<file path="config.mk">
export PLATFORM = sky130hd
export DESIGN_NAME = wdvr_front
export DESIGN_NICKNAME = d
export VERILOG_FILES = /design/src/wdvr_pkg.sv /design/src/wdvr_front.sv
export SDC_FILE = /design/constraint.sdc
export NUM_CORES = 1
export LEC_CHECK = 0
export ABC_AREA = 0
export CAP_MARGIN = 20
export CELL_PAD_IN_SITES_DETAIL_PLACEMENT = 0
export CELL_PAD_IN_SITES_GLOBAL_PLACEMENT = 1
export CORE_AREA = 2 2 180 182
export CTS_CLUSTER_SIZE = 8
export DETAILED_ROUTE_END_ITERATION = 12
export DIE_AREA = 0 0 182 184
export DONT_BUFFER_PORTS = 1
export PLACE_DENSITY = 0.62
export SLEW_MARGIN = 0
export SYNTH_ARGS = -nofsm -noshare
export SYNTH_HDL_FRONTEND = slang
export SYNTH_SLANG_ARGS = --single-unit
</file>
<file path="constraint.sdc">
create_clock -name clock -period 7.5 [get_ports clock]
set_clock_uncertainty 0.2 [all_clocks]
set_input_delay 0.375 -clock clock [delete_from_list [all_inputs] [get_ports clock]]
set_output_delay 0.375 -clock clock [all_outputs]
set_load 0.03 [all_outputs]
</file>
<file path="src/wdvr_pkg.sv">
// Package with the item types and constants of the wet/dry velocity recovery core.
`timescale 1ns / 1ps

package wdvr_pkg;

   localparam int unsigned DATA_WIDTH = 32;
   localparam int unsigned THR_WIDTH = 31;
   localparam int unsigned DIV_STEPS = 32;
   localparam int unsigned CSR_INDEX_WIDTH = 2;

   localparam logic [CSR_INDEX_WIDTH-1:0] CSR_DRY_DEPTH_THRESHOLD = 2'd0;
   localparam logic [CSR_INDEX_WIDTH-1:0] CSR_STILL_VELOCITY_THRESHOLD = 2'd1;

   localparam logic [THR_WIDTH-1:0] THRESHOLD_RESET = 31'd17;

   localparam logic [DATA_WIDTH-1:0] SAT_POS = 32'h7FFF_FFFF;
   localparam logic [DATA_WIDTH-1:0] SAT_NEG = 32'h8000_0000;

   typedef struct packed {
      logic [DATA_WIDTH-1:0] rem;
      logic [DATA_WIDTH-1:0] lo;
      logic [DATA_WIDTH-1:0] quo;
      logic [DATA_WIDTH-1:0] mom;
      logic                  neg;
      logic                  over;
   } lane_type;

   typedef struct packed {
      lane_type              lane_x;
      lane_type              lane_y;
      logic [THR_WIDTH-1:0]  divisor;
      logic [DATA_WIDTH-1:0] depth;
      logic                  dry;
   } item_type;

endpackage

</file>
<file path="src/wdvr_front.sv">
// Entry stage: dry check, momentum magnitudes, overflow detect and divider setup.
`timescale 1ns / 1ps

module wdvr_front #(
   parameter int unsigned FRAC_BITS = 24
) (
   input  logic                                clock,
   input  logic                                reset,
   input  logic                                in_valid,
   output logic                                in_ready,
   input  logic signed [wdvr_pkg::DATA_WIDTH-1:0] depth,
   input  logic signed [wdvr_pkg::DATA_WIDTH-1:0] momentum_x,
   input  logic signed [wdvr_pkg::DATA_WIDTH-1:0] momentum_y,
   input  logic [wdvr_pkg::THR_WIDTH-1:0]      dry_threshold,
   output logic                                out_valid,
   input  logic                                out_ready,
   output wdvr_pkg::item_type                  out_item
);
   import wdvr_pkg::*;

   localparam int unsigned WIDE = 2 * DATA_WIDTH;

   logic     valid_ff, valid_in;
   item_type item_ff, item_in;

   function automatic lane_type make_lane(input logic [DATA_WIDTH-1:0] m,
                                          input logic [THR_WIDTH-1:0] d);
      lane_type              ln;
      logic [DATA_WIDTH-1:0] mag;
      logic [WIDE-1:0]       num;
      logic [WIDE-1:0]       den;
      mag = m[DATA_WIDTH-1] ? (~m + 1'b1) : m;
      num = WIDE'(mag) << FRAC_BITS;
      den = {1'b0, d, {DATA_WIDTH{1'b0}}};
      ln.rem = DATA_WIDTH'(mag >> (DATA_WIDTH - FRAC_BITS));
      ln.lo = num[DATA_WIDTH-1:0];
      ln.quo = '0;
      ln.mom = m;
      ln.neg = m[DATA_WIDTH-1];
      ln.over = (mag != '0) && (num >= den);
      return ln;
   endfunction

   assign in_ready = !valid_ff || out_ready;

   always_comb begin
      item_in.divisor = depth[THR_WIDTH-1:0];
      item_in.depth = depth;
      item_in.dry = depth[DATA_WIDTH-1] || (depth[THR_WIDTH-1:0] < dry_threshold);
      item_in.lane_x = make_lane(momentum_x, depth[THR_WIDTH-1:0]);
      item_in.lane_y = make_lane(momentum_y, depth[THR_WIDTH-1:0]);
   end

   always_comb begin
      valid_in = valid_ff;
      if (in_ready) begin
         valid_in = in_valid;
      end
   end

   always_ff @(posedge clock) begin
      if (reset) begin
         valid_ff <= 1'b0;
      end else begin
         valid_ff <= valid_in;
      end
   end

   always_ff @(posedge clock) begin
      if (in_ready && in_valid) begin
         item_ff <= item_in;
      end
   end

   assign out_valid = valid_ff;
   assign out_item = item_ff;

endmodule

</file>
### After elaboration in Yosys (flattened, before gate mapping)

Index checks and enable logic that the tools add are counted.
Widths: inputs -> output; s select.

* add/subtract/negate cells: 2
* magnitude comparators: 3
* multiplexer cells: 2
* bitwise operators: 2
* reduce and logical (&&, ||, !) cells: 8

Operator list (count)
* $ge 56x63->1: 2
* $add 32x1->32 const B: 2
* $mux 32: 2
* $not 32->32: 2
* $reduce_bool 32->1: 2
* $lt 31x31->1: 1
* $logic_and 1x1->1: 3
* $logic_or 1x1->1: 2
* $logic_not 1->1: 1

* register bits after elaboration: 197
* input port bits: 131
* output and inout port bits: 326
* logic and storage cells: 31

### Logic depth before layout (Yosys ltp)

* depth in word-level cells: 5
* depth in mapped cells: 17
* depth with buffers taken out: 16

### Worst setup path before layout

OpenSTA, ideal clock, no wires.

* path kind: reg2reg
* from: register valid_ff, in the netlist out_valid
* to: register item_ff, in the netlist out_item[0] (enable)
* library setup time: 0.539 ns
* arrival time: 4.468 ns
* data required time: 6.761 ns
* path slack: 2.293 ns
* stages on the path, launching flop included: 3
* path buffers: 0
* period minus slack after synthesis: 5.207 ns
* path through: dfxtp_1 -> nand2b_1 -> and2_1

* word-level cells in the longest chain between the ends: 3

Ends and longest elaborated chain
* start, declared: RTL line wdvr_front.sv:23 `logic valid_ff, valid_in;`
* start signal, assigned: RTL line wdvr_front.sv:65 `valid_ff <= valid_in;`
* $logic_not 1->1: RTL line wdvr_front.sv:44 `assign in_ready = !valid_ff || out_ready;`
* $logic_or 1x1->1: RTL line wdvr_front.sv:44
* net in_ready: RTL line wdvr_front.sv:10 `output logic in_ready,`
* $logic_and 1x1->1: RTL line wdvr_front.sv:70 `if (in_ready && in_valid) begin`
* end signal, assigned: RTL line wdvr_front.sv:71 `item_ff <= item_in;`
* end, declared: RTL line wdvr_front.sv:24 `item_type item_ff, item_in;`

The timed path passes the listed nets, and every way through them passes these cells.
A chain may end at the register's enable or synchronous reset.

==> load_flow_metrics.sql <==
INSERT INTO impl_metrics (metric_group, metric, value, unit) VALUES
('clocking', 'post_cts_setup_repair_buffer_count', '0', ''),
('logic_synthesis', 'synthDominantCellAreaShare', '48.9', '%'),
('timing', 'slew_worst_pin', '986', 'ps'),
('worst_setup_path', 'cp_data_required_time', '7570', 'ps'),
('placement', 'dpl_worst_slack', '3100', 'ps'),
('power', 'peakVddDrop', '147', 'uV'),
('power', 'internal-power', '0.00171', 'W'),
('placement', 'dp_wirelength', '21200', 'um'),
('finish', 'layout.area.seq', '4850', 'um2'),
('logic_synthesis', 'yosysTopAreaCell', 'edfxtp_1', ''),
('power', 'power-per-cell-area', '225', 'nW/um2'),
('worst_setup_path', 'crit_arrival', '4030', 'ps'),
('timing', 'worst_slew_margin_rel', '34.3', '%'),
('finish', 'multiInputGateArea', '3950', 'um2'),
('timing', 'timing.final.crit_share', '52.8', '%'),
('route', 'drt_drc_violations_left', '0', ''),
('floorplanning', 'fp.dieH', '184', 'um'),
('worst_setup_path', 'cpLargestDelayFamily', 'simple AND/OR/NAND/NOR gates', ''),
('clocking', 'cts.repair.resized', '0', ''),
('route', 'route.detailed.vias_per_inst', '4.81', ''),
('min_path', 'class_of_the_tightest_hold_or_removal_check', 'input pin to flop', ''),
('finish', 'areaGrowthSynthToFinish', '12.7', '%'),
('logic_synthesis', 'ys_seq_area_share', '49.1', '%'),
('power', 'cellLeakagePower', '4.40', 'nW'),
('worst_setup_path', 'worst_reg_to_reg_path_cell_count', '3', ''),
('clocking', 'cts_num_sinks', '162', ''),
('logic_synthesis', 'netlist_instances', '866', ''),
('worst_setup_path', 'regToRegEndpoint', 'out_item[176]', ''),
('power', 'clkPwrFrac', '35.7', '%'),
('clocking', 'clock-root-buffer', 'clkbuf_16', ''),
('floorplanning', 'die-area', '33500', 'um2'),
('finish', 'antennaDiodeCount', '0', ''),
('global_routing', 'grt_pass1_wl', '40800', 'um'),
('power', 'pwr-share-seq', '49.9', '%'),
('logic_synthesis', 'ys_warn_count', '0', ''),
('clocking', 'cts_buffer_depth', '2', ''),
('worst_setup_path', 'worst_path_most_repeated_cell', 'or3_1', ''),
('worst_setup_path', 'critPathLaunch', 'momentum_y[3]', ''),
('power', 'swShare', '31.9', '%'),
('route', 'dr_pass1_iterations', '5', ''),
('global_routing', 'antenna_violations_before_repair', '1', ''),
('route', 'antenna_left', '0', ''),
('global_routing', 'first_global_vias', '6382', ''),
('worst_setup_path', 'critical_path.startpoint_type', 'input pin', ''),
('route', 'drt_wl_total', '28300', 'um'),
('floorplanning', 'floorplan.rows', '65', ''),
('timing', 'report.final.slew_viol_count', '0', ''),
('placement', 'place_inst', '1214', ''),
('worst_setup_path', 'critical_path_peak_fanout', '7', ''),
('global_routing', 'grt_start_max_net_pins', '76', ''),
('finish', 'final_cells', '1344', ''),
('logic_synthesis', 'ys_seq_elements', '162', ''),
('timing', 'fin_crit', '3960', 'ps'),
('logic_synthesis', 'syn-mean-instance-area', '11.4', 'um2'),
('logic_synthesis', 'synthArstFlopShare', '0', '%'),
('worst_setup_path', 'max_incr_delay_on_cp', '650', 'ps'),
('finish', 'layout-drive-gt1-share', '5.94', '%'),
('outcome', 'run_status', 'completed', ''),
('worst_setup_path', 'end_kind', 'flop', ''),
('worst_setup_path', 'worstReg2RegStart', 'out_valid', ''),
('logic_synthesis', 'yosys_most_used_dff', 'edfxtp_1', ''),
('route', 'detail_routed_net_length_per_standard_cell', '21.0', 'um'),
('floorplanning', 'core_area', '31400', 'um2'),
('placement', 'gp_routability_congestion', '0.776', ''),
('clocking', 'htree_levels', '4', ''),
('timing', 'setup_total_negative_slack', '0', 'ps'),
('clocking', 'tritoncts', 'yes', ''),
('clocking', 'cts-hold-fix-buffers', '98', ''),
('clocking', 'numCtsBuffers', '17', ''),
('worst_setup_path', 'critical_path_buf_inv_count', '0', ''),
('finish', 'filler_cell_count', '3060', '');
-- through the flow --
| stage | power (W) | area, um2 | utilization, % |
|---|---|---|---|
| 6_report | 0.00251 | 11200 | 35.5 |
| 5_1_grt | 0.00261 | 11200 | 35.5 |
| 4_1_cts | 0.00253 | 11200 | 35.5 |
| 3_5_place_dp | 0.00159 | 9570 | 30.5 |
| 3_3_place_gp | 0.00159 | 9570 | 30.5 |
| 2_1_floorplan | 0.00159 | 10400 | - |
-- layer usage --
layer | global-route usage, % | part of all wire (%) | vias up
met4 | 6.00 | 2.4 | 2
li1 | - | - | 2991
met5 | 0 | 0.046 | -
met1 | 18.6 | 38 | 3090
met3 | 4.44 | 7.5 | 40
met2 | 30.3 | 52 | 338
-- power groups by stage --
stage          registers [W]  logic, W  clock network (W)
3_5_place_dp         0.00127  0.000316                  0
6_report             0.00125  0.000362           0.000895
3_3_place_gp         0.00127  0.000314                  0
4_1_cts              0.00125  0.000366           0.000914
5_1_grt              0.00126  0.000405           0.000945
2_1_floorplan        0.00124  0.000352                  0
-- synthesized netlist by cell type (3+ instances only) --
cell type and count:
buf_4 163, edfxtp_1 161, ha_1 80, inv_1 66, xnor2_1 53, o21ai_0 45
nand2_1 27, a21oi_1 24, a21o_1 23, nor2_1 20, nand2b_1 16, or4_1 16
o31ai_1 15, clkbuf_1 14, nor4_1 13, o41ai_1 13, nand4_1 12, or3_1 12
nor3_1 10, nand3_1 9, or2_2 8, nor2b_1 6, a32oi_1 5, a211oi_1 3
and3_1 3, buf_2 3, nor3b_1 3
-- registers in the layout, indices dropped and copies added, names as in the netlist --
| signal | flops |
|---|---|
| out_item | 161 |
| out_valid | 1 |
-- layout by cell type (no fill, tap or decap), drive strengths merged, types with 23 or more instances in the layout --
cell type,synthesis,layout
a21o,23,23
a21oi,24,24
conb,1,128
dlygate4sd3,0,98
edfxtp,161,161
ha,80,80
inv,66,73
nand2,27,27
o21ai,46,46
xnor2,53,53
-- how the worst min path moves through the flow --
stage | start | end | slack (ps)
floorplan | reset | out_valid | 240
global placement | reset | out_valid | 250
detailed placement | reset | out_valid | 250
CTS | momentum_y[24] | out_item[178] | 0.8
global route | momentum_y[16] | out_item[170] | 3
finish | momentum_y[18] | out_item[172] | 10
-- worst register-to-register path: stages, from the launching register on --
cell and delay [ps]:
dfxtp_1 410, nand2b_1 340, and2_4 350, buf_4 770
-- cell type report --
| type | count | share of cell area (%) |
|---|---|---|
| Timing Repair Buffer | 100 | 8.93 |
| Inverter | 66 | 2.22 |
| Tap cell | 402 | 4.51 |
| Multi-Input combinational cell | 582 | 35.4 |
| Clock inverter | 14 | 1.53 |
| Sequential cell | 162 | 43.5 |
| Clock buffer | 18 | 3.85 |
-- cell families after synthesis --
family	after synthesis	synth area share, %
other cells	1	0.0379
buf+inv	249	15.8
simple gates	172	10.2
compound gates	145	9.63
flops	162	49.1
fa+ha+maj	80	10.1
mux	2	0.228
xor+xnor	55	4.87
(Power assumes the default switching activity.)
