**config.mk**
```make
export PLATFORM = sky130hd
export DESIGN_NAME = wdvr_div_cell
export DESIGN_NICKNAME = d
export VERILOG_FILES = /design/src/wdvr_pkg.sv /design/src/wdvr_div_cell.sv
export SDC_FILE = /design/constraint.sdc
export NUM_CORES = 1
export LEC_CHECK = 0
export ABC_AREA = 1
export BUFFER_PORTS_ARGS = -buffer_cell sky130_fd_sc_hd__buf_4
export CAP_MARGIN = 20
export CELL_PAD_IN_SITES_DETAIL_PLACEMENT = 2
export CELL_PAD_IN_SITES_GLOBAL_PLACEMENT = 2
export CORE_AREA = 2 2 256 258
export DETAILED_ROUTE_END_ITERATION = 12
export DIE_AREA = 0 0 258 260
export PLACE_DENSITY = 0.78
export SYNTH_ARGS = -nofsm -noshare
export SYNTH_HDL_FRONTEND = slang
export SYNTH_SLANG_ARGS = --single-unit
export TNS_END_PERCENT = 1
```
**constraint.sdc**
```tcl
create_clock -name clock -period 23 [get_ports clock]
set_input_delay 2.3 -clock clock [delete_from_list [all_inputs] [get_ports clock]]
set_output_delay 2.3 -clock clock [all_outputs]
set_load 0.05 [all_outputs]
```
**src/wdvr_pkg.sv**
```systemverilog
// Package with the item types and constants of the wet/dry velocity recovery core.
`timescale 1ns / 1ps

package wdvr_pkg;

   localparam int unsigned DATA_WIDTH = 32;
   localparam int unsigned THR_WIDTH = 31;
   localparam int unsigned DIV_STEPS = 32;
   localparam int unsigned CSR_INDEX_WIDTH = 2;

   localparam logic [CSR_INDEX_WIDTH-1:0] CSR_DRY_DEPTH_THRESHOLD = 2'd0;
   localparam logic [CSR_INDEX_WIDTH-1:0] CSR_STILL_VELOCITY_THRESHOLD = 2'd1;

   localparam logic [THR_WIDTH-1:0] THRESHOLD_RESET = 31'd17;

   localparam logic [DATA_WIDTH-1:0] SAT_POS = 32'h7FFF_FFFF;
   localparam logic [DATA_WIDTH-1:0] SAT_NEG = 32'h8000_0000;

   typedef struct packed {
      logic [DATA_WIDTH-1:0] rem;
      logic [DATA_WIDTH-1:0] lo;
      logic [DATA_WIDTH-1:0] quo;
      logic [DATA_WIDTH-1:0] mom;
      logic                  neg;
      logic                  over;
   } lane_type;

   typedef struct packed {
      lane_type              lane_x;
      lane_type              lane_y;
      logic [THR_WIDTH-1:0]  divisor;
      logic [DATA_WIDTH-1:0] depth;
      logic                  dry;
   } item_type;

endpackage

```
**src/wdvr_div_cell.sv**
```systemverilog
// One restoring-division cell: resolves one quotient bit for both momentum lanes.
`timescale 1ns / 1ps

module wdvr_div_cell (
   input  logic               clock,
   input  logic               reset,
   input  logic               in_valid,
   output logic               in_ready,
   input  wdvr_pkg::item_type in_item,
   output logic               out_valid,
   input  logic               out_ready,
   output wdvr_pkg::item_type out_item
);
   import wdvr_pkg::*;

   logic     valid_ff, valid_in;
   item_type item_ff, item_in;

   function automatic lane_type step_lane(input lane_type ln, input logic [THR_WIDTH-1:0] d);
      lane_type              nx;
      logic [DATA_WIDTH-1:0] trial;
      logic                  ge;
      nx = ln;
      trial = {ln.rem[DATA_WIDTH-2:0], ln.lo[DATA_WIDTH-1]};
      ge = trial >= {1'b0, d};
      nx.rem = ge ? (trial - {1'b0, d}) : trial;
      nx.quo = {ln.quo[DATA_WIDTH-2:0], ge};
      nx.lo = {ln.lo[DATA_WIDTH-2:0], 1'b0};
      return nx;
   endfunction

   assign in_ready = !valid_ff || out_ready;

   always_comb begin
      item_in = in_item;
      item_in.lane_x = step_lane(in_item.lane_x, in_item.divisor);
      item_in.lane_y = step_lane(in_item.lane_y, in_item.divisor);
   end

   always_comb begin
      valid_in = valid_ff;
      if (in_ready) begin
         valid_in = in_valid;
      end
   end

   always_ff @(posedge clock) begin
      if (reset) begin
         valid_ff <= 1'b0;
      end else begin
         valid_ff <= valid_in;
      end
   end

   always_ff @(posedge clock) begin
      if (in_ready && in_valid) begin
         item_ff <= item_in;
      end
   end

   assign out_valid = valid_ff;
   assign out_item = item_ff;

endmodule

```
Word level (Yosys, flattened, before mapping)
Cells that the tools add are included.
- add/sub/neg operators: 2
- order comparisons: 2
- multiplexer cells: 2
- reductions and logical operators: 3
- operator list (kind ; count):
    32-bit by 31-bit greater-or-equal comparator with 1-bit output ; 2
    32-bit 2-to-1 mux ; 2
    32-bit by 31-bit subtractor with 32-bit output ; 2
    1-bit logical AND ; 1
    1-bit zero test ; 1
    1-bit logical OR ; 1
- bits in registers: 323
- output and inout bits: 326

Logic depth before layout (Yosys ltp)
Gate-level depths: netlist (run 1).
- depth after elaboration: 3
- gate-level depth with buffers: 16
- gate-level depth less buffers: 15

Least setup slack after synthesis (run 1)
Ideal clock, no wire load.
- kind: input port to flip-flop
- start: input in_valid
- end: register item_ff, in the netlist out_item[0], enable pin
- setup time: 1.111 ns
- data arrival time: 17.770 ns
- required time: 21.889 ns
- slack: 4.119 ns
- stages on the path: 2
- path buffers: 0
- path through: inv_1 > a21oi_1
- longest elaborated chain between the ends: 1
- RTL lines (what ; line ; source):
    start: declaration ; wdvr_div_cell.sv:7 ; input logic in_valid,
    1-bit logical AND ; wdvr_div_cell.sv:56 ; if (in_ready && in_valid) begin
    end signal: assignment ; wdvr_div_cell.sv:57 ; item_ff <= item_in;
    end: declaration ; wdvr_div_cell.sv:17 ; item_type item_ff, item_in;
Every way passes these cells.
A chain may end at the register's enable or synchronous reset.

Worst setup path in the final report (run 1)
- start: input out_ready
- end: output in_ready
- longest elaborated chain between the ends: 1
- RTL lines (what ; line ; source):
    start: declaration ; wdvr_div_cell.sv:11 ; input logic out_ready,
    1-bit logical OR ; wdvr_div_cell.sv:32 ; assign in_ready = !valid_ff || out_ready;
    end: declaration ; wdvr_div_cell.sv:8 ; output logic in_ready,
Every way passes these cells.

==> flow_summary.ini, run 1 <==
[finish]
final_cell_mix = 652 x buf_4, 597 x nand2_1, 322 x edfxtp_1
nets = 2691
layout-drive-gt1-share_pct = 32.69
final_common_cell = buf_4
syn2layout_area_growth_pct = 45.13
fillCellCount = 7068

[pwr]
irDropWorstVdd_mv = 0.04585
powerDensity_nw_per_um2 = 79.20
p_leak_nw = 11.11
power_w = 0.001818

[grt]
grt_max_degree = 86
met3_usage_pct = 7.018
grt_pass1_vias = 15417
antenna_found_initial = 19
top_usage_layer = met2
grt_use_total_pct = 25.00
grtUsageMet2_pct = 48.07
use_met1_pct = 26.27
grt_first_pass_wirelength_um = 117400
grt_overflow = 0

[run]
cap_violations = 0

[drt]
via_per_inst = 4.472
wl_per_cell_um = 27.17
ant_nets = 0
drc = 0
drt_pass1_iterations = 5
first_iter_violations = 735
via_count = 14266
wirelength_um = 86680

[yosys]
ys_types = 35
syn_area_per_cell_um2 = 9.783
seq_area_frac_synth_pct = 61.25
synth_edf_count = 322
synth_top_family_by_area = simple AND/OR/NAND/NOR gates
synth-adder-area-share_pct = 5.157
synthCells = 1617
synth_flop_cell = edfxtp_1
synth_compound_area_share_pct = 1.788
synth_xor_area_share_pct = 1.550
syn_area_um2 = 15820
synthMuxAreaShare_pct = 0
synth_simple_gate_area_share_pct = 22.20
ys_ff_latch = 323
yosysTopAreaCell = edfxtp_1
synth_async_sr_flop_share_pct = 0
ys_warn_count = 0
synth.area.top_cells = edfxtp_1 61%, nand2_1 14%, inv_1 7.0%, ha_1 4.9%, nand3_1 2.6%
netlist.area_leader.share_pct = 61.12

[critical_path]
arrival_ns = 2.81
path_max_fanout = 2
cp.required_ns = 20.70
cp_top_family = buffers and inverters
reg2reg_setup_slack_ns = 19.73
reg2reg_to = out_item[61]$_DFFE_PP_
crit_path_start_kind = input pin
cp_slowest_cell = buf_4
critPathBufInv = 3
critical_path.max_stage_delay_ns = 0.20
worstRegToRegCells = 4
cp_common_cell = buf_4
r2r-start = out_valid$_SDFFE_PP0N_
cp_cell_sequence = buf_4, inv_1, nand2_1, buf_4
endpoint_kind = primary output
path_class = input pin to primary output

[placed_design]
gp_congestion = 0.9177
dpl.hpwl_um = 73090
place.port_buffers = 647

[sta]
setup_viol = 0
period_minus_slack_ns = 5.113
setup-tns-final_ns = 0
hold_viol_final = 0
fin_skew_ns = 0.01616
timing.final.max_slew_violations = 0
finalCritPeriodShare_pct = 22.23
grt_setup_unrepaired = no
worstMarginPinSlew_ns = 0.9897
slew_headroom_pct = 34.02
fmax_mhz = 195.6

[clock_network]
cts_hold_buf = 0
clk_path_buf_depth = 3
htreeDepth = 2
cts_root_buf = clkbuf_16
clock_latency_ns = 0.59
cts_tree = done
path_clk_slew_ns = 0.05
cts_resized = 0
cts_made_buffers = 40
cts_num_sinks = 323
cts_setup_buffers = 0

[floorplanning]
start_util_pct = 24.67
die_h_um = 260
die-area_um2 = 67080
die_w_um = 258
io_pins = 654
core-area_um2 = 64120
rows = 93

[worst_hold_path]
min_path_type = flop to flop
whs_path_depth = 2
hold_end = out_valid$_SDFFE_PP0N_
hp-start = out_valid$_SDFFE_PP0N_

[status]
status = finished, final reports clean
==> worst min-delay path: stages, from the launching register on <==
cell and delay, ns:
dfxtp_1 0.35, nand2_1 0.10, a21oi_1 0.08
==> how the worst max path moves through the flow <==
| stage | startpoint | end | slack (ns) | cells after the start |
|---|---|---|---|---|
| global placement | in_valid | out_item[190]$_DFFE_PP_ | 17.73 | 6 |
| finish | out_ready | in_ready | 17.89 | 4 |
| floorplan | in_valid | out_item[0]$_DFFE_PP_ | 4.12 | 2 |
| global route | out_ready | in_ready | 17.85 | 4 |
| CTS | out_ready | in_ready | 17.88 | 4 |
| detailed placement | in_valid | out_item[61]$_DFFE_PP_ | 17.62 | 6 |
==> sequential cells by signal, indices dropped and copies added, names as in the netlist <==
signal and count:
out_item 322, out_valid 1
==> cell type report <==
| cell class | instances | area (um^2) | area share, % |
|---|---|---|---|
| antenna | 7 | 17.52 | 0.07630 |
| clock buffer | 51 | 1084 | 4.720 |
| clock inverter | 20 | 177.7 | 0.7739 |
| inverter | 298 | 1124 | 4.894 |
| multi-input combinational | 983 | 4875 | 21.23 |
| sequential | 323 | 9689 | 42.20 |
| tap | 855 | 1070 | 4.660 |
| timing repair buffer | 653 | 4922 | 21.44 |
==> cell usage after synthesis (2+ instances only) <==
cell type / n
o21bai_1: 4
nor3_2: 4
nor2_1: 83
nor2_2: 3
nor3_1: 9
buf_4: 4
o21ai_0: 9
nand3b_1: 7
inv_4: 2
ha_1: 62
nor2_4: 5
inv_1: 293
and2_1: 6
nand3_1: 83
inv_2: 3
nand4_1: 12
buf_6: 9
nand2_2: 20
or2_0: 2
fa_1: 2
xor2_1: 28
or2_2: 2
nand2_1: 597
nand2_4: 2
edfxtp_1: 322
a21oi_2: 3
nand3_2: 2
a21oi_1: 32
==> report_power, final <==
part	switching [W]	total (W)	leakage [nW]	internal, W
registers	0.0000158	0.000719	3.13	0.000703
logic	0.000333	0.000471	7.36	0.000138
clock network	0.000271	0.000629	0.626	0.000358
==> stage by stage <==
step | setup WS [ns] | instances | area, um^2 | util [%] | hold WS (ns)
floorplan | 4.119 | 1618 | 15820 | - | 1.071
global placement | 17.73 | 3111 | 21650 | 33.77 | 0.5316
detailed placement | 17.62 | 3111 | 21650 | 33.77 | 0.5706
CTS | 17.88 | 3182 | 22910 | 35.74 | 0.5790
global route | 17.85 | 3184 | 22940 | 35.78 | 0.6195
finish | 17.89 | 3190 | 22960 | 35.81 | 0.5730
==> cell families after synthesis <==
| family | after synthesis |
|---|---|
| AO/OA/AOI/OAI | 50 |
| XOR/XNOR | 28 |
| adder cells (fa/ha/maj) | 64 |
| buffers and inverters | 312 |
| flip-flops | 323 |
| other | 1 |
| AND/OR/NAND/NOR | 839 |
==> per-layer routing <==
metal  wire length (um)  vias up
met5                144        -
met2              46820      445
li1                   -     6535
met3               5752      119
met4               2578       22
met1              31390     7145
(Power assumes the default switching activity.)
==> run 2: changes to the inputs <==
--- a/config.mk
+++ b/config.mk
@@ -10,10 +10,10 @@
 export CAP_MARGIN = 20
 export CELL_PAD_IN_SITES_DETAIL_PLACEMENT = 2
 export CELL_PAD_IN_SITES_GLOBAL_PLACEMENT = 2
-export CORE_AREA = 2 2 256 258
+export CORE_MARGIN = 2
+export CORE_UTILIZATION = 25
 export DETAILED_ROUTE_END_ITERATION = 12
-export DIE_AREA = 0 0 258 260
-export PLACE_DENSITY = 0.78
+export PLACE_DENSITY = 0.82
 export SYNTH_ARGS = -nofsm -noshare
 export SYNTH_HDL_FRONTEND = slang
 export SYNTH_SLANG_ARGS = --single-unit
==> constraint.sdc (replaced) <==
create_clock -name clock -period 4.5 [get_ports clock]
set_input_delay 0.45 -clock clock [delete_from_list [all_inputs] [get_ports clock]]
set_output_delay 0.45 -clock clock [all_outputs]
set_load 0.05 [all_outputs]
==> flow_summary.ini, run 2 (same netlist as run 1, synthesis figures left out) <==
[drt]
ant_nets = 0
via_per_inst = 4.614
wirelength_um = 92070
first_iter_violations = 874
via_count = 14700
wl_per_cell_um = 28.90
drc = 0
drt_pass1_iterations = 5

[grt]
grt_overflow = 0
grt_max_degree = 115
grt_first_pass_wirelength_um = 124700
grt_pass1_vias = 15509
antenna_found_initial = 44
grt_use_total_pct = 27.45

[placed_design]
pre_cts_slack_ns = 1.294
postPlaceCellArea_um2 = 21700
gp_congestion = 0.9826
place.port_buffers = 647
dpl.hpwl_um = 77880

[critical_path]
path_max_fanout = 35
cp_common_cell = nand2_1
critical_path.max_stage_delay_ns = 0.39
r2r-start = out_valid$_SDFFE_PP0N_
startpoint = in_item[33]
crit_path_start_kind = input pin
cp.required_ns = 4.82
cp_slowest_cell = fa_1
arrival_ns = 2.91
cp_cell_sequence = buf_4, ha_1, fa_1, inv_1, nand2_1, nand2_1, nand3_1, nand2_2, nand2_1, nand3_2, nand2_2, nand2_4, inv_4, nand2_1, nand2_1
endpoint_kind = flop
path_class = input pin to flop

[finish]
final_common_cell = buf_4
nets = 2695
largest_reg_flops = 322
layout-drive-gt1-share_pct = 32.52
syn2layout_area_growth_pct = 45.84
design_area_um2 = 23070
fillCellCount = 7052
final_cell_mix = 652 x buf_4, 597 x nand2_1, 322 x edfxtp_1

[sta]
setup-tns-final_ns = 0
slew_headroom_pct = 50.00
fin_skew_ns = 0.01927
period_minus_slack_ns = 2.587
setup_ws_ns = 1.913
worstMarginPinSlew_ns = 0.7500
hold_viol_final = 0
grt_setup_unrepaired = no
timing.final.max_slew_violations = 0
fmax_mhz = 386.5
setup_viol = 0
finalCritPeriodShare_pct = 57.50
timing.hold.ws_ns = 0.03601

[worst_hold_path]
min_path_type = input pin to flop
hp-start = in_item[251]

[clock_network]
cts_num_sinks = 323
clk_path_buf_depth = 3
cts_tree = done
htreeDepth = 2
clock_latency_ns = 0.59
cts_root_buf = clkbuf_16
cts_resized = 0
cts_made_buffers = 41
path_clk_slew_ns = 0.06

[floorplanning]
die_w_um = 255.5
core-area_um2 = 62850
io_pins = 654
die-area_um2 = 65300
start_util_pct = 25.17
rows = 92
die_h_um = 255.5

[pwr]
irDropWorstVdd_mv = 0.2703
p_leak_nw = 11.15
powerDensity_nw_per_um2 = 412.6

[run]
cap_violations = 0

[status]
status = finished, final reports clean
[run 2: where the power goes]
| group | internal, W | switching, W |
|---|---|---|
| Combinational | 0.000710 | 0.00173 |
| Sequential | 0.00359 | 0.0000925 |
| Clock | 0.00198 | 0.00142 |
| Total | 0.00628 | 0.00323 |
[run 2: final cells by class]
type	count	area [um^2]	area share [%]
well taps	846	1059	4.588
inverters	298	1124	4.870
multi-input cells	983	4875	21.13
repair buffers	656	4965	21.52
clock buffers	54	1075	4.659
diodes	9	22.52	0.09762
flip-flops and latches	323	9693	42.01
clock inverters	17	259.0	1.123
[run 2: metal layers]
| layer | track usage [%] | share of wire, % |
|---|---|---|
| met5 | 0 | 0.46 |
| met4 | 12.83 | 5.2 |
| met3 | 11.43 | 9.4 |
| met2 | 47.31 | 49 |
| met1 | 29.09 | 36 |
[run 2: metrics by stage]
| stage | utilization [%] | power (W) | instances |
|---|---|---|---|
| after detailed placement | 34.53 | 0.006189 | 3105 |
| after floorplan | - | 0.005174 | 1618 |
| after global placement | 34.53 | 0.006117 | 3105 |
| after global routing | 36.68 | 0.009861 | 3179 |
| final | 36.71 | 0.009518 | 3186 |
| after CTS | 36.67 | 0.009635 | 3177 |
[run 2: path summary, 6_finish.rpt]
check             depth (start not counted)                 endpoint  slack (ns)
setup reg to reg                          3  out_item[197]$_DFFE_PP_        2.46
hold reg to reg                           2   out_valid$_SDFFE_PP0N_        0.55
hold / removal                            1  out_item[252]$_DFFE_PP_        0.04
setup / recovery                         15  out_item[318]$_DFFE_PP_        1.91
[run 2: repair_timing]
item                                   CTS  global route
hold buffers                             1             0
buffers inserted                         0             0
endpoints found under the hold margin    1             0
[run 2: worst max-delay path: cells and delay by family]
| kind | cells | cell delay [ns] |
|---|---|---|
| adder cells (fa/ha/maj) | 2 | 0.62 |
| buffers and inverters | 3 | 0.58 |
| AND/OR/NAND/NOR | 10 | 1.21 |
==> run 3: changes to the inputs <==
--- a/config.mk
+++ b/config.mk
@@ -10,10 +10,10 @@
 export CAP_MARGIN = 20
 export CELL_PAD_IN_SITES_DETAIL_PLACEMENT = 2
 export CELL_PAD_IN_SITES_GLOBAL_PLACEMENT = 2
-export CORE_MARGIN = 2
-export CORE_UTILIZATION = 25
+export CORE_AREA = 2 2 256 258
 export DETAILED_ROUTE_END_ITERATION = 12
-export PLACE_DENSITY = 0.82
+export DIE_AREA = 0 0 258 260
+export PLACE_DENSITY = 0.78
 export SYNTH_ARGS = -nofsm -noshare
 export SYNTH_HDL_FRONTEND = slang
 export SYNTH_SLANG_ARGS = --single-unit
==> constraint.sdc (replaced) <==
create_clock -name clock -period 2.45 [get_ports clock]
set_input_delay 0.245 -clock clock [delete_from_list [all_inputs] [get_ports clock]]
set_output_delay 0.245 -clock clock [all_outputs]
set_load 0.05 [all_outputs]
==> flow_summary.ini, run 3 (same netlist as run 1, synthesis figures left out) <==
[floorplanning]
die-area_um2 = 67080
rows = 93
start_util_pct = 24.67
io_pins = 654
die_h_um = 260
core-area_um2 = 64120
die_w_um = 258

[critical_path]
r2r-start = out_valid$_SDFFE_PP0N_
critical_path.max_stage_delay_ns = 0.54
path_max_fanout = 9
cp_slowest_cell = dlygate4sd3_1
crit_path_start_kind = input pin
arrival_ns = 2.75
worstRegToRegCells = 2
endpoint_kind = flop
cp_common_cell = nand2_1
critPathBufInv = 6
path_class = input pin to flop
cp.required_ns = 2.75
reg2reg_to = out_item[133]$_DFFE_PP_
cp_cell_sequence = dlygate4sd3_1, buf_4, inv_1, ha_1, nand2_1, nor2_1, inv_1, nor3_2, nand2_4, nand2_8, inv_4, buf_4, nand2_1, nand2_1
reg2reg_setup_slack_ns = 0.82
cp_top_family = buffers and inverters

[status]
status = finished with violations
failed_checks = setup timing

[finish]
syn2layout_area_growth_pct = 70.77
nets = 3060
layout-drive-gt1-share_pct = 31.56
finalNonFillerCells = 3574
fin_util_pct = 42.13
final_cell_mix = 699 x buf_4, 593 x nand2_1, 322 x edfxtp_1
fillCellCount = 6804
final_common_cell = buf_4
largest_reg_flops = 322

[pwr]
powerDensity_nw_per_um2 = 697.6
p_leak_nw = 12.80
power_w = 0.01884
irDropWorstVdd_mv = 0.4992

[sta]
slew_headroom_pct = 56.60
fin_skew_ns = 0.01705
worstMarginPinSlew_ns = 0.6510
grt_setup_unrepaired = yes
finalCritPeriodShare_pct = 100.1
setup_ws_ns = -0.002010
timing.final.max_slew_violations = 0
hold_viol_final = 0
setup_viol = 1
period_minus_slack_ns = 2.452
fmax_mhz = 407.8

[placed_design]
place.port_buffers = 647
gp_congestion = 0.9274
placedCellCount = 3165
dpl.hpwl_um = 73150

[worst_hold_path]
hp-start = in_item[163]
min_path_type = input pin to flop
whs_path_depth = 3
hold_end = out_item[164]$_DFFE_PP_

[drt]
wl_per_cell_um = 27.19
drt_pass1_iterations = 4
first_iter_violations = 837
wirelength_um = 97170
via_count = 16071
ant_nets = 0
drc = 0
via_per_inst = 4.497

[clock_network]
clk_path_buf_depth = 3
path_clk_slew_ns = 0.05
cts_num_sinks = 323
cts_root_buf = clkbuf_16
clock_latency_ns = 0.57
htreeDepth = 2
cts_tree = done
cts_made_buffers = 41

[grt]
met3_usage_pct = 6.257
grt_first_pass_wirelength_um = 134100
top_usage_layer = met2
grt_max_degree = 95
grt_pass1_vias = 17822
antenna_found_initial = 38
grt_use_total_pct = 28.17
grtUsageMet2_pct = 52.82
grt_overflow = 0
use_met1_pct = 30.44

[run]
cap_violations = 0
==> run 3: cell types whose count changed in the layout (fill, tap and decap cells not counted), sizes merged <==
cell / previous run / this run
buf: 655 / 707
bufinv: 5 / 10
clkbuf: 54 / 53
clkinv: 11 / 9
clkinvlp: 0 / 5
diode: 9 / 19
dlygate4sd3: 1 / 314
inv: 299 / 296
==> run 3: what timing repair did <==
item / 4_1_cts / 5_1_grt
hold buffers: 314 / 0
hold endpoints to repair: 313 / 0
buffers inserted: 0 / 1
setup endpoints to repair: 0 / 63
resized for setup: 0 / 47
==> run 3: cell type report <==
| cell class | count | area, um^2 | share of cell area (%) |
|---|---|---|---|
| Sequential cell | 323 | 9693 | 35.88 |
| Timing Repair Buffer | 1021 | 8537 | 31.60 |
| Multi-Input combinational cell | 983 | 5049 | 18.69 |
| Inverter | 298 | 1140 | 4.220 |
| Clock buffer | 53 | 1092 | 4.044 |
| Tap cell | 855 | 1070 | 3.960 |
| Clock inverter | 22 | 385.4 | 1.427 |
| Antenna cell | 19 | 47.55 | 0.1760 |
==> run 3: worst min-delay path: stages <==
cell and delay [ns]:
buf_4 0.11, nand2_1 0.07, nand2_1 0.07
==> run 3: how the worst max path moves through the flow <==
| stage | endpoint | from | slack [ns] | depth (start not counted) |
|---|---|---|---|---|
| 2_1_floorplan | out_item[0]$_DFFE_PP_ | out_valid$_SDFFE_PP0N_ | -3.82 | 1 |
| 3_3_place_gp | out_item[185]$_DFFE_PP_ | in_item[62] | 0.05 | 12 |
| 3_5_place_dp | out_item[173]$_DFFE_PP_ | in_item[62] | -0.08 | 13 |
| 4_1_cts | out_item[294]$_DFFE_PP_ | in_item[40] | 0.0009 | 17 |
| 5_1_grt | out_item[173]$_DFFE_PP_ | in_item[49] | -0.06 | 14 |
| 6_report | out_item[173]$_DFFE_PP_ | in_item[49] | -0.002 | 14 |
==> run 3: power breakdown <==
group | total [W] | internal, W | switching (W)
registers | 0.00677 | 0.00660 | 0.000178
logic | 0.00515 | 0.00177 | 0.00339
clock network | 0.00691 | 0.00423 | 0.00269
==> run 3: routing by layer <==
layer  wire, um  vias to the layer above
li1           -                     7302
met1      36100                     8071
met2      51090                      493
met3       5048                      169
met4       4682                       36
met5        243                        -
==> run 3: per-stage QoR <==
stage	worst slack (ns)	cell area [um^2]	hold slack (ns)	TNS [ns]
detailed placement	-0.07752	22140	0.3949	-0.1784
floorplan	-3.820	15840	0.3044	-1230.07
finish	-0.002010	27010	0.03898	-0.002010
global route	-0.05854	27000	0.05463	-0.7914
global placement	0.04897	22140	0.3952	0
CTS	0.0008655	26760	0.02756	0
